<file path="src/rtl/lrca_pkg.sv">
`timescale 1ns / 1ps
// ----------------------------------------------------------------------------
// LRU register cache allocator package
// Request codes, field widths and the item and result types.
// ----------------------------------------------------------------------------
package lrca_pkg;

  localparam int CACHE_SLOTS_DEF = 8;
  localparam int POS_RANGE       = 4096;

  localparam int REQ_W   = 2;
  localparam int GREG_W  = 8;
  localparam int SIDX_W  = 3;
  localparam int POS_W   = 12;
  localparam int HOST_W  = 5;
  localparam int STAMP_W = $clog2(POS_RANGE);

  typedef enum logic [REQ_W-1:0] {
    REQ_READ     = 2'd0,
    REQ_WRITE    = 2'd1,
    REQ_FREE     = 2'd2,
    REQ_FREE_ALL = 2'd3
  } req_t;

  typedef struct packed {
    req_t               req;
    logic [GREG_W-1:0]  guest_reg;
    logic [SIDX_W-1:0]  slot_index;
    logic [POS_W-1:0]   instr_pos;
  } item_t;

  typedef struct packed {
    logic [HOST_W-1:0]  phys_reg;
    logic               hit;
    logic               spill_valid;
    logic [SIDX_W-1:0]  spill_slot;
    logic [GREG_W-1:0]  spill_guest_reg;
    logic               fill_valid;
    logic [GREG_W-1:0]  fill_guest_reg;
    logic               last_of_run;
  } res_t;

endpackage

</file>
<file path="src/rtl/lrca_in_reg.sv">
`timescale 1ns / 1ps
// ----------------------------------------------------------------------------
// Input register
// Holds one request item until the cache stage has finished with it.
// ----------------------------------------------------------------------------
module lrca_in_reg
  import lrca_pkg::*;
(
  input  logic  clk,
  input  logic  rst_n,
  input  logic  in_valid,
  output logic  in_ready,
  input  item_t in_item,
  input  logic  take,
  output logic  item_valid,
  output item_t item
);

  logic  valid_r;
  logic  valid_nxt;
  item_t item_r;

  assign in_ready   = !valid_r || take;
  assign item_valid = valid_r;
  assign item       = item_r;

  always_comb begin
    valid_nxt = valid_r;
    if (in_valid && in_ready) begin
      valid_nxt = 1'b1;
    end else if (take) begin
      valid_nxt = 1'b0;
    end
  end

  always_ff @(posedge clk) begin
    if (!rst_n) begin
      valid_r <= 1'b0;
    end else begin
      valid_r <= valid_nxt;
    end
  end

  always_ff @(posedge clk) begin
    if (!rst_n) begin
      item_r <= '0;
    end else if (in_valid && in_ready) begin
      item_r <= in_item;
    end
  end

endmodule

</file>
<file path="src/rtl/lrca_core.sv">
`timescale 1ns / 1ps
// ----------------------------------------------------------------------------
// Cache slot array and allocation logic
// Tag match, LRU victim choice, spill and fill decisions and the
// slot-by-slot walk of a free-all request.
// ----------------------------------------------------------------------------
module lrca_core
  import lrca_pkg::*;
#(
  parameter int CACHE_SLOTS = CACHE_SLOTS_DEF
) (
  input  logic              clk,
  input  logic              rst_n,
  input  logic              item_valid,
  input  item_t             item,
  input  logic              out_space,
  input  logic [HOST_W-1:0] phys_base,
  output logic              take,
  output logic              res_valid,
  output res_t              res
);

  localparam int SLOT_W = $clog2(CACHE_SLOTS);

  logic [CACHE_SLOTS-1:0] valid_r, valid_nxt;
  logic [CACHE_SLOTS-1:0] dirty_r, dirty_nxt;
  logic [GREG_W-1:0]      tag_r   [CACHE_SLOTS];
  logic [STAMP_W-1:0]     stamp_r [CACHE_SLOTS];

  logic                   emit;
  logic [STAMP_W-1:0]     stamp;
  logic                   hit_any;
  logic [SLOT_W-1:0]      hit_idx;
  logic                   found_empty;
  logic [SLOT_W-1:0]      vic_idx;
  logic [STAMP_W-1:0]     best_stamp;
  logic                   free_in_range;
  logic [SLOT_W-1:0]      free_idx;
  logic [CACHE_SLOTS-1:0] dv, dv_rest;
  logic [SLOT_W-1:0]      fa_idx;
  logic                   fa_last;
  logic                   wr_en;
  logic [SLOT_W-1:0]      wr_idx;
  logic                   wr_tag;

  assign emit          = item_valid && out_space;
  assign stamp         = STAMP_W'(item.instr_pos % POS_RANGE);
  assign free_in_range = 32'(item.slot_index) < CACHE_SLOTS;
  assign free_idx      = SLOT_W'(item.slot_index);
  assign dv            = valid_r & dirty_r;

  // lowest-indexed matching slot
  always_comb begin
    hit_any = 1'b0;
    hit_idx = '0;
    for (int i = CACHE_SLOTS - 1; i >= 0; i--) begin
      if (valid_r[i] && tag_r[i] == item.guest_reg) begin
        hit_any = 1'b1;
        hit_idx = SLOT_W'(i);
      end
    end
  end

  // first empty slot, else oldest stamp with lowest index on ties
  always_comb begin
    found_empty = 1'b0;
    vic_idx     = '0;
    best_stamp  = stamp_r[0];
    for (int i = 0; i < CACHE_SLOTS; i++) begin
      if (!found_empty) begin
        if (!valid_r[i]) begin
          vic_idx     = SLOT_W'(i);
          found_empty = 1'b1;
        end else if (stamp_r[i] < best_stamp) begin
          vic_idx    = SLOT_W'(i);
          best_stamp = stamp_r[i];
        end
      end
    end
  end

  // next dirty slot of a free-all walk
  always_comb begin
    fa_idx = '0;
    for (int i = CACHE_SLOTS - 1; i >= 0; i--) begin
      if (dv[i]) begin
        fa_idx = SLOT_W'(i);
      end
    end
    dv_rest = dv & ~(CACHE_SLOTS'(1) << fa_idx);
    fa_last = (dv_rest == '0);
  end

  always_comb begin
    res                 = '0;
    res.last_of_run     = 1'b1;
    valid_nxt           = valid_r;
    dirty_nxt           = dirty_r;
    wr_en               = 1'b0;
    wr_idx              = '0;
    wr_tag              = 1'b0;
    take                = emit;
    unique case (item.req)
      REQ_READ, REQ_WRITE: begin
        wr_en = 1'b1;
        if (hit_any) begin
          wr_idx       = hit_idx;
          res.phys_reg = phys_base + HOST_W'(hit_idx);
          res.hit      = 1'b1;
          if (item.req == REQ_WRITE) begin
            dirty_nxt[hit_idx] = 1'b1;
          end
        end else begin
          wr_idx       = vic_idx;
          wr_tag       = 1'b1;
          res.phys_reg = phys_base + HOST_W'(vic_idx);
          if (dv[vic_idx]) begin
            res.spill_valid     = 1'b1;
            res.spill_slot      = SIDX_W'(vic_idx);
            res.spill_guest_reg = tag_r[vic_idx];
          end
          if (item.req == REQ_READ) begin
            res.fill_valid     = 1'b1;
            res.fill_guest_reg = item.guest_reg;
          end
          valid_nxt[vic_idx] = 1'b1;
          dirty_nxt[vic_idx] = (item.req == REQ_WRITE);
        end
      end
      REQ_FREE: begin
        res.phys_reg = phys_base + HOST_W'(item.slot_index);
        if (free_in_range) begin
          if (dv[free_idx]) begin
            res.spill_valid     = 1'b1;
            res.spill_slot      = item.slot_index;
            res.spill_guest_reg = tag_r[free_idx];
          end
          valid_nxt[free_idx] = 1'b0;
          dirty_nxt[free_idx] = 1'b0;
        end
      end
      REQ_FREE_ALL: begin
        res.phys_reg = phys_base;
        if (dv != '0) begin
          res.phys_reg        = phys_base + HOST_W'(fa_idx);
          res.spill_valid     = 1'b1;
          res.spill_slot      = SIDX_W'(fa_idx);
          res.spill_guest_reg = tag_r[fa_idx];
          res.last_of_run     = fa_last;
        end
        if (dv == '0 || fa_last) begin
          valid_nxt = '0;
          dirty_nxt = '0;
        end else begin
          // hold the item and retire one dirty slot per cycle while the result register has space
          valid_nxt[fa_idx] = 1'b0;
          dirty_nxt[fa_idx] = 1'b0;
          take              = 1'b0;
        end
      end
    endcase
  end

  assign res_valid = emit;

  always_ff @(posedge clk) begin
    if (!rst_n) begin
      valid_r <= '0;
      dirty_r <= '0;
    end else if (emit) begin
      valid_r <= valid_nxt;
      dirty_r <= dirty_nxt;
    end
  end

  always_ff @(posedge clk) begin
    if (emit && wr_en) begin
      stamp_r[wr_idx] <= stamp;
      if (wr_tag) begin
        tag_r[wr_idx] <= item.guest_reg;
      end
    end
  end

endmodule

</file>
<file path="src/rtl/lrca_out_reg.sv">
`timescale 1ns / 1ps
// ----------------------------------------------------------------------------
// Result register
// Holds one result item for the consumer; refills while it drains.
// ----------------------------------------------------------------------------
module lrca_out_reg
  import lrca_pkg::*;
(
  input  logic clk,
  input  logic rst_n,
  input  logic res_valid,
  input  res_t res,
  output logic out_space,
  output logic out_valid,
  input  logic out_ready,
  output res_t out_res
);

  logic valid_r;
  logic valid_nxt;
  res_t res_r;

  assign out_space = !valid_r || out_ready;
  assign out_valid = valid_r;
  assign out_res   = res_r;

  always_comb begin
    valid_nxt = valid_r;
    if (res_valid) begin
      valid_nxt = 1'b1;
    end else if (out_ready) begin
      valid_nxt = 1'b0;
    end
  end

  always_ff @(posedge clk) begin
    if (!rst_n) begin
      valid_r <= 1'b0;
    end else begin
      valid_r <= valid_nxt;
    end
  end

  always_ff @(posedge clk) begin
    if (res_valid) begin
      res_r <= res;
    end
  end

endmodule

</file>
<file path="src/rtl/lru_register_cache_allocator_core.sv">
// Path: an accepted item is held in the input register; its result is registered in the result register.
// Throughput: one allocate or free item per cycle while the result register has
// space; a free-all item gives one result item per dirty slot (at least one).
// Reset: rst_n synchronous active low; all slots empty and clean, base 0.
// No clearing pass: the block takes items in the first cycle after reset.
`timescale 1ns / 1ps
// ----------------------------------------------------------------------------
// LRU register cache allocator
// Maps guest registers to host register slots with write-back and LRU.
// ----------------------------------------------------------------------------
module lru_register_cache_allocator_core
  import lrca_pkg::*;
#(
  parameter int CACHE_SLOTS = CACHE_SLOTS_DEF
) (
  input  logic              clk,
  input  logic              rst_n,
  input  logic              cfg_valid,
  output logic              cfg_ready,
  input  logic [HOST_W-1:0] cfg_data,     // host register base
  input  logic              in_tvalid,
  output logic              in_tready,
  input  logic [23:0]       in_tdata,     // guest_reg, slot_index, instr_pos
  input  logic [REQ_W-1:0]  in_tuser,     // req_type
  output logic              out_tvalid,
  input  logic              out_tready,
  // phys_reg, hit, spill_valid, spill_slot, spill_guest_reg, fill_valid,
  // fill_guest_reg
  output logic [31:0]       out_tdata,
  output logic              out_tlast     // last_of_run
);

  logic [HOST_W-1:0] base_r;
  item_t             in_item;
  item_t             item;
  logic              item_valid;
  logic              take;
  logic              out_space;
  logic              res_valid;
  res_t              res;
  res_t              out_res;

  assign cfg_ready = 1'b1;

  always_ff @(posedge clk) begin
    if (!rst_n) begin
      base_r <= '0;
    end else if (cfg_valid) begin
      base_r <= cfg_data;
    end
  end

  assign in_item.req        = req_t'(in_tuser);
  assign in_item.guest_reg  = in_tdata[7:0];
  assign in_item.slot_index = in_tdata[10:8];
  assign in_item.instr_pos  = in_tdata[22:11];

  lrca_in_reg u_in_reg (
    .clk        (clk),
    .rst_n      (rst_n),
    .in_valid   (in_tvalid),
    .in_ready   (in_tready),
    .in_item    (in_item),
    .take       (take),
    .item_valid (item_valid),
    .item       (item)
  );

  lrca_core #(
    .CACHE_SLOTS (CACHE_SLOTS)
  ) u_core (
    .clk        (clk),
    .rst_n      (rst_n),
    .item_valid (item_valid),
    .item       (item),
    .out_space  (out_space),
    .phys_base  (base_r),
    .take       (take),
    .res_valid  (res_valid),
    .res        (res)
  );

  lrca_out_reg u_out_reg (
    .clk       (clk),
    .rst_n     (rst_n),
    .res_valid (res_valid),
    .res       (res),
    .out_space (out_space),
    .out_valid (out_tvalid),
    .out_ready (out_tready),
    .out_res   (out_res)
  );

  assign out_tdata = {5'd0, out_res.fill_guest_reg, out_res.fill_valid,
                      out_res.spill_guest_reg, out_res.spill_slot,
                      out_res.spill_valid, out_res.hit, out_res.phys_reg};
  assign out_tlast = out_res.last_of_run;

endmodule

</file>
<file path="config.mk">
export PLATFORM = sky130hd
export DESIGN_NAME = lru_register_cache_allocator_core
export DESIGN_NICKNAME = d
export VERILOG_FILES = /design/src/rtl/lrca_pkg.sv /design/src/rtl/lrca_in_reg.sv /design/src/rtl/lrca_core.sv /design/src/rtl/lrca_out_reg.sv /design/src/rtl/lru_register_cache_allocator_core.sv
export SDC_FILE = /design/constraint.sdc
export NUM_CORES = 1
export LEC_CHECK = 0
export BUFFER_PORTS_ARGS = -buffer_cell sky130_fd_sc_hd__buf_2
export CORE_MARGIN = 5
export CORE_UTILIZATION = 67
export DETAILED_ROUTE_END_ITERATION = 16
export GPL_TIMING_DRIVEN = 0
export PLACE_DENSITY = 0.86
export SYNTH_ARGS = -nofsm -noshare
export SYNTH_HDL_FRONTEND = slang
export SYNTH_SLANG_ARGS = --single-unit
</file>
<file path="constraint.sdc">
create_clock -name clk -period 49.6 [get_ports clk]
set_input_delay 2.48 -clock clk [delete_from_list [all_inputs] [get_ports clk]]
set_output_delay 2.48 -clock clk [all_outputs]
set_load 0.05 [all_outputs]
</file>
==> impl_summary.md <==
Synth
The synthesized instance count is between 1k and 1.5k. In the synthesized netlist, mux cells make up roughly a tenth of the area. Among all cell types in the netlist, the one instantiated most often is edfxtp_1. The biggest area contributor in the post-synthesis netlist is edfxtp_1. In this run the cell area of the synthesized design comes to about 0.015 mm2. The number of enable flip-flop cells after synthesis is 188. After Yosys synthesis, and, or, nand and nor cells account for 14.3% of the synthesized area.

The number of warnings printed during yosys synthesis is 0. The average cell area after synthesis is a little over 10 um2. The post-synthesis sequential area ratio is between 40% and 50%.

After synthesis, the largest family of logic cells by area is compound AO/OA/AOI/OAI gates. The number of unique standard cell types used by synthesis is between 80 and 90. The adder and majority cell fraction of the synthesized area is under 10%. The async set-reset flop share out of synthesis is 0%. The compound-gate portion of the synthesized area is approximately 16%. The synthesized flop and latch total is ~240.

The share of synthesized area in the top cell type comes to about two fifths. Sorting the synthesized cells by area gives the leading types as edfxtp_1 (38%), dfxtp_1 (6.9%), ha_1 (6.8%). By count the netlist is led by edfxtp_1 (188), nand2_1 (156), nor2_1 (100), a21oi_1 (87), ha_1 (80). In the synthesized netlist the dominant register cell turns out to be edfxtp_1. After Yosys synthesis, XOR and XNOR cells account for a little over 4% of the synthesized area.

Critical path
The classification of the worst setup path is register to register. The data required time at the worst endpoint is between 40 and 50 ns. STA classifies the critical path endpoint as a register.

The maximum fanout count along the critical path is 10. STA classifies the critical path startpoint as a register. The arrival time of the worst setup path is 20.75 ns. The cell with the largest stage delay on the worst path is nor3_1.

The most common cell type on the critical path is ha_1. For this run, the slowest stage of the critical path takes approximately 1.1 ns.

Global routing
The largest net degree at the start of global routing is 30. The via count of the first global-routing pass is 12.5k. The initial antenna violation count came to 1. The first global-routing pass estimated slightly above 70 mm of wire. The total track usage is 37.0%. The overall overflow remaining after global route is 0.

Timing
Setup repair after global routing left no endpoint under its margin. On the final layout, the worst clock skew is 0.00973 ns. The final-report max-slew violation count is 0. The total of endpoints with negative setup slack in the final report is 0. The final critical path time including I/O delays and setup is approximately 21 ns. Static timing analysis puts the maximum clock frequency at around 49 MHz.

The hold violation count in the final report is 0. The max-slew headroom at the worst pin is between 6 and 7%. Adding up every negative setup slack in the final design gives 0 ns.

The transition time of the tightest slew-check pin is approximately 1.4 ns. On the final layout, the worst hold slack is approximately 0.53 ns. The final critical path takes up roughly 42% of the cycle.

Drt
Before antenna repair, the detailed router went through 5 iterations. Dividing the detail-routed wire length by the instance count gives about 25 um. In the routed design, unresolved DRC markers number 0.

The total detailed-routing wirelength is around 47 mm. Once detail routing completed, the nets flagged for antenna violations numbered 0. The via count is roughly 13k. The routed via count divided by cell count is 6.88.

The DRC marker count from the first detailed-route iteration is about 1.4k.

Power
Across the VDD grid, the largest voltage drop is approximately 0.031 mV. In this run the power density over the cells is 28.6 mW/mm2. For this design the static power due to leakage is ~6.6 nW.

Floorplanning
After floorplanning, the core was divided into between 50 and 60 placement rows. The floorplan die area is approximately 0.025 mm2. Measured along the x axis, the die boundary spans around 160 um. The starting density of the core is 67.7%. The I/O pin count is 72.

The overall die height is about 160 um. The total core area is about 0.022 mm2.

CTS
For the worst-skew pair, the clock arrives at the later sink with an insertion delay of around 0.55 ns. The number of resized instances in the post-cts repair step is 0. The number of levels in the clock H-tree is 1. The CTS buffer count is 25. Buffers inserted to repair hold after CTS numbered 0. The clock passes through at most 3 buffers. The clock transition time at the flip-flop clock pins of the worst setup and hold paths is approximately 0.06 ns.

The tree is rooted in a clkbuf_16. The post-CTS setup buffer count is 0. The number of sinks driven by the clock tree is about 240.

TritonCTS built the clock tree.

Flow run
The total of max-cap violations is 0.

Place
The congestion estimate from routability-driven global placement came to between 1 and 1.5. The half-perimeter wire length of the detailed placement result is 35.3 mm. The number of placed instances, taps included, is 1794. Port buffering added 63 buffers.

Layout
The count of inserted antenna diode cells is 0. Compared with the post-synthesis result, the final layout area differs by 10.4%. The post-route netlist has between 10% and 20% of its cells at a drive strength greater than 1. The post-route non-filler standard cell count is ~1.8k. The filler cells instantiated in the layout total approximately 1.5k. The final layout contains 1660 nets.

Worst hold path
The path type of the worst min-delay path is register to register.

Status
The flow ran to the end, and the final reports show no timing, DRC or antenna violations.
[where the power goes]
| group | total (mW) | leakage (nW) | switching, mW | internal, mW |
|---|---|---|---|---|
| Clock | 0.190 | 0.408 | 0.0798 | 0.110 |
| Sequential | 0.226 | 2.15 | 0.00567 | 0.221 |
| Combinational | 0.0482 | 4.07 | 0.0312 | 0.0170 |
| Total | 0.465 | 6.63 | 0.117 | 0.348 |
[placed cells by master, fill, tap and decap left out, types with 6 or more instances in the layout]
cell type,instances
edfxtp_1,188
nand2_1,156
nor2_1,100
a21oi_1,87
ha_1,80
buf_2,68
o21ai_0,67
mux2i_1,66
clkbuf_1,65
inv_1,64
nand3_1,52
dfxtp_1,51
xor2_1,44
nor3_1,33
a21o_1,31
mux2_2,29
clkbuf_16,26
xnor2_1,25
a211oi_1,21
o22ai_1,20
a31oi_1,19
mux4_2,18
nor4_1,16
and2_1,15
nand4_1,12
nand2b_1,11
nor2b_1,9
o21a_1,9
or3_1,8
o211ai_1,8
or2_2,7
o21bai_1,7
buf_4,7
a2111oi_0,6
o31a_1,6
a311oi_1,6
conb_1,6
[flip-flops by register name (all words and copies together), names as in the netlist, named ones only]
signal	cells
u_in_reg.item	25
u_core.valid_r	8
u_core.stamp_r	96
u_in_reg.item_valid	1
u_out_reg.out_res	28
base_r	5
u_out_reg.out_valid	1
u_core.tag_r	64
[critical path: cells and delay by family, from the launching register on]
| family | cells | cell delay [ns] |
|---|---|---|
| simple gates | 26 | 6.33 |
| fa+ha+maj | 7 | 2.06 |
| mux | 5 | 1.48 |
| flops | 1 | 0.42 |
| buf+inv | 10 | 2.60 |
| compound gates | 27 | 7.28 |
[layer usage]
| layer | up-vias | global-route usage [%] | routed length [um] |
|---|---|---|---|
| met5 | - | 0 | 28 |
| met4 | 4 | 11.0 | 1470 |
| met3 | 132 | 10.1 | 6350 |
| met2 | 910 | 57.6 | 20800 |
| met1 | 6023 | 51.5 | 18000 |
| li1 | 5589 | - | - |
[through the flow]
| step | area, um2 | utilization (%) | power (mW) | setup WS [ns] |
|---|---|---|---|---|
| global route | 16300 | 74.8 | 0.477 | 27.77 |
| global placement | 15400 | 70.9 | 0.274 | 30.01 |
| floorplan | 14800 | - | 0.261 | 33.18 |
| CTS | 16300 | 74.7 | 0.463 | 29.23 |
| finish | 16300 | 74.8 | 0.465 | 29.01 |
| detailed placement | 15400 | 70.9 | 0.277 | 29.36 |
[kinds of logic (layout without fill, tap and decap cells)]
logic type                 count (synthesis)  after routing
AOI/OAI and AO/OA                        353            353
xor gates and xnor gates                  69             69
adders and majority gates                 82             82
buffers and inverters                    141            252
DFF                                      239            239
muxes                                    113            113
other                                      2              6
and+or+nand+nor                          447            447
[cell type report]
class | instances | area [um2] | share of cell area (%)
timing repair buffer | 65 | 328 | 2.02
sequential | 239 | 6670 | 41.0
tap | 280 | 350 | 2.15
multi-input combinational | 1070 | 7530 | 46.3
inverter | 65 | 244 | 1.50
clock inverter | 11 | 121 | 0.746
clock buffer | 35 | 704 | 4.33
buffer | 76 | 323 | 1.98
[final timing paths]
kind | start | end | slack (ns) | cells past startpoint
max | u_core.stamp_r[0][9] | u_core.tag_r[6][5] | 29.01 | 75
min | u_in_reg.item_valid | u_out_reg.out_valid | 0.53 | 2
max reg2reg | u_core.stamp_r[0][9] | u_core.tag_r[6][5] | 29.01 | 75
min reg2reg | u_in_reg.item_valid | u_out_reg.out_valid | 0.53 | 2
No activity file was read; power rests on OpenSTA's default activity.
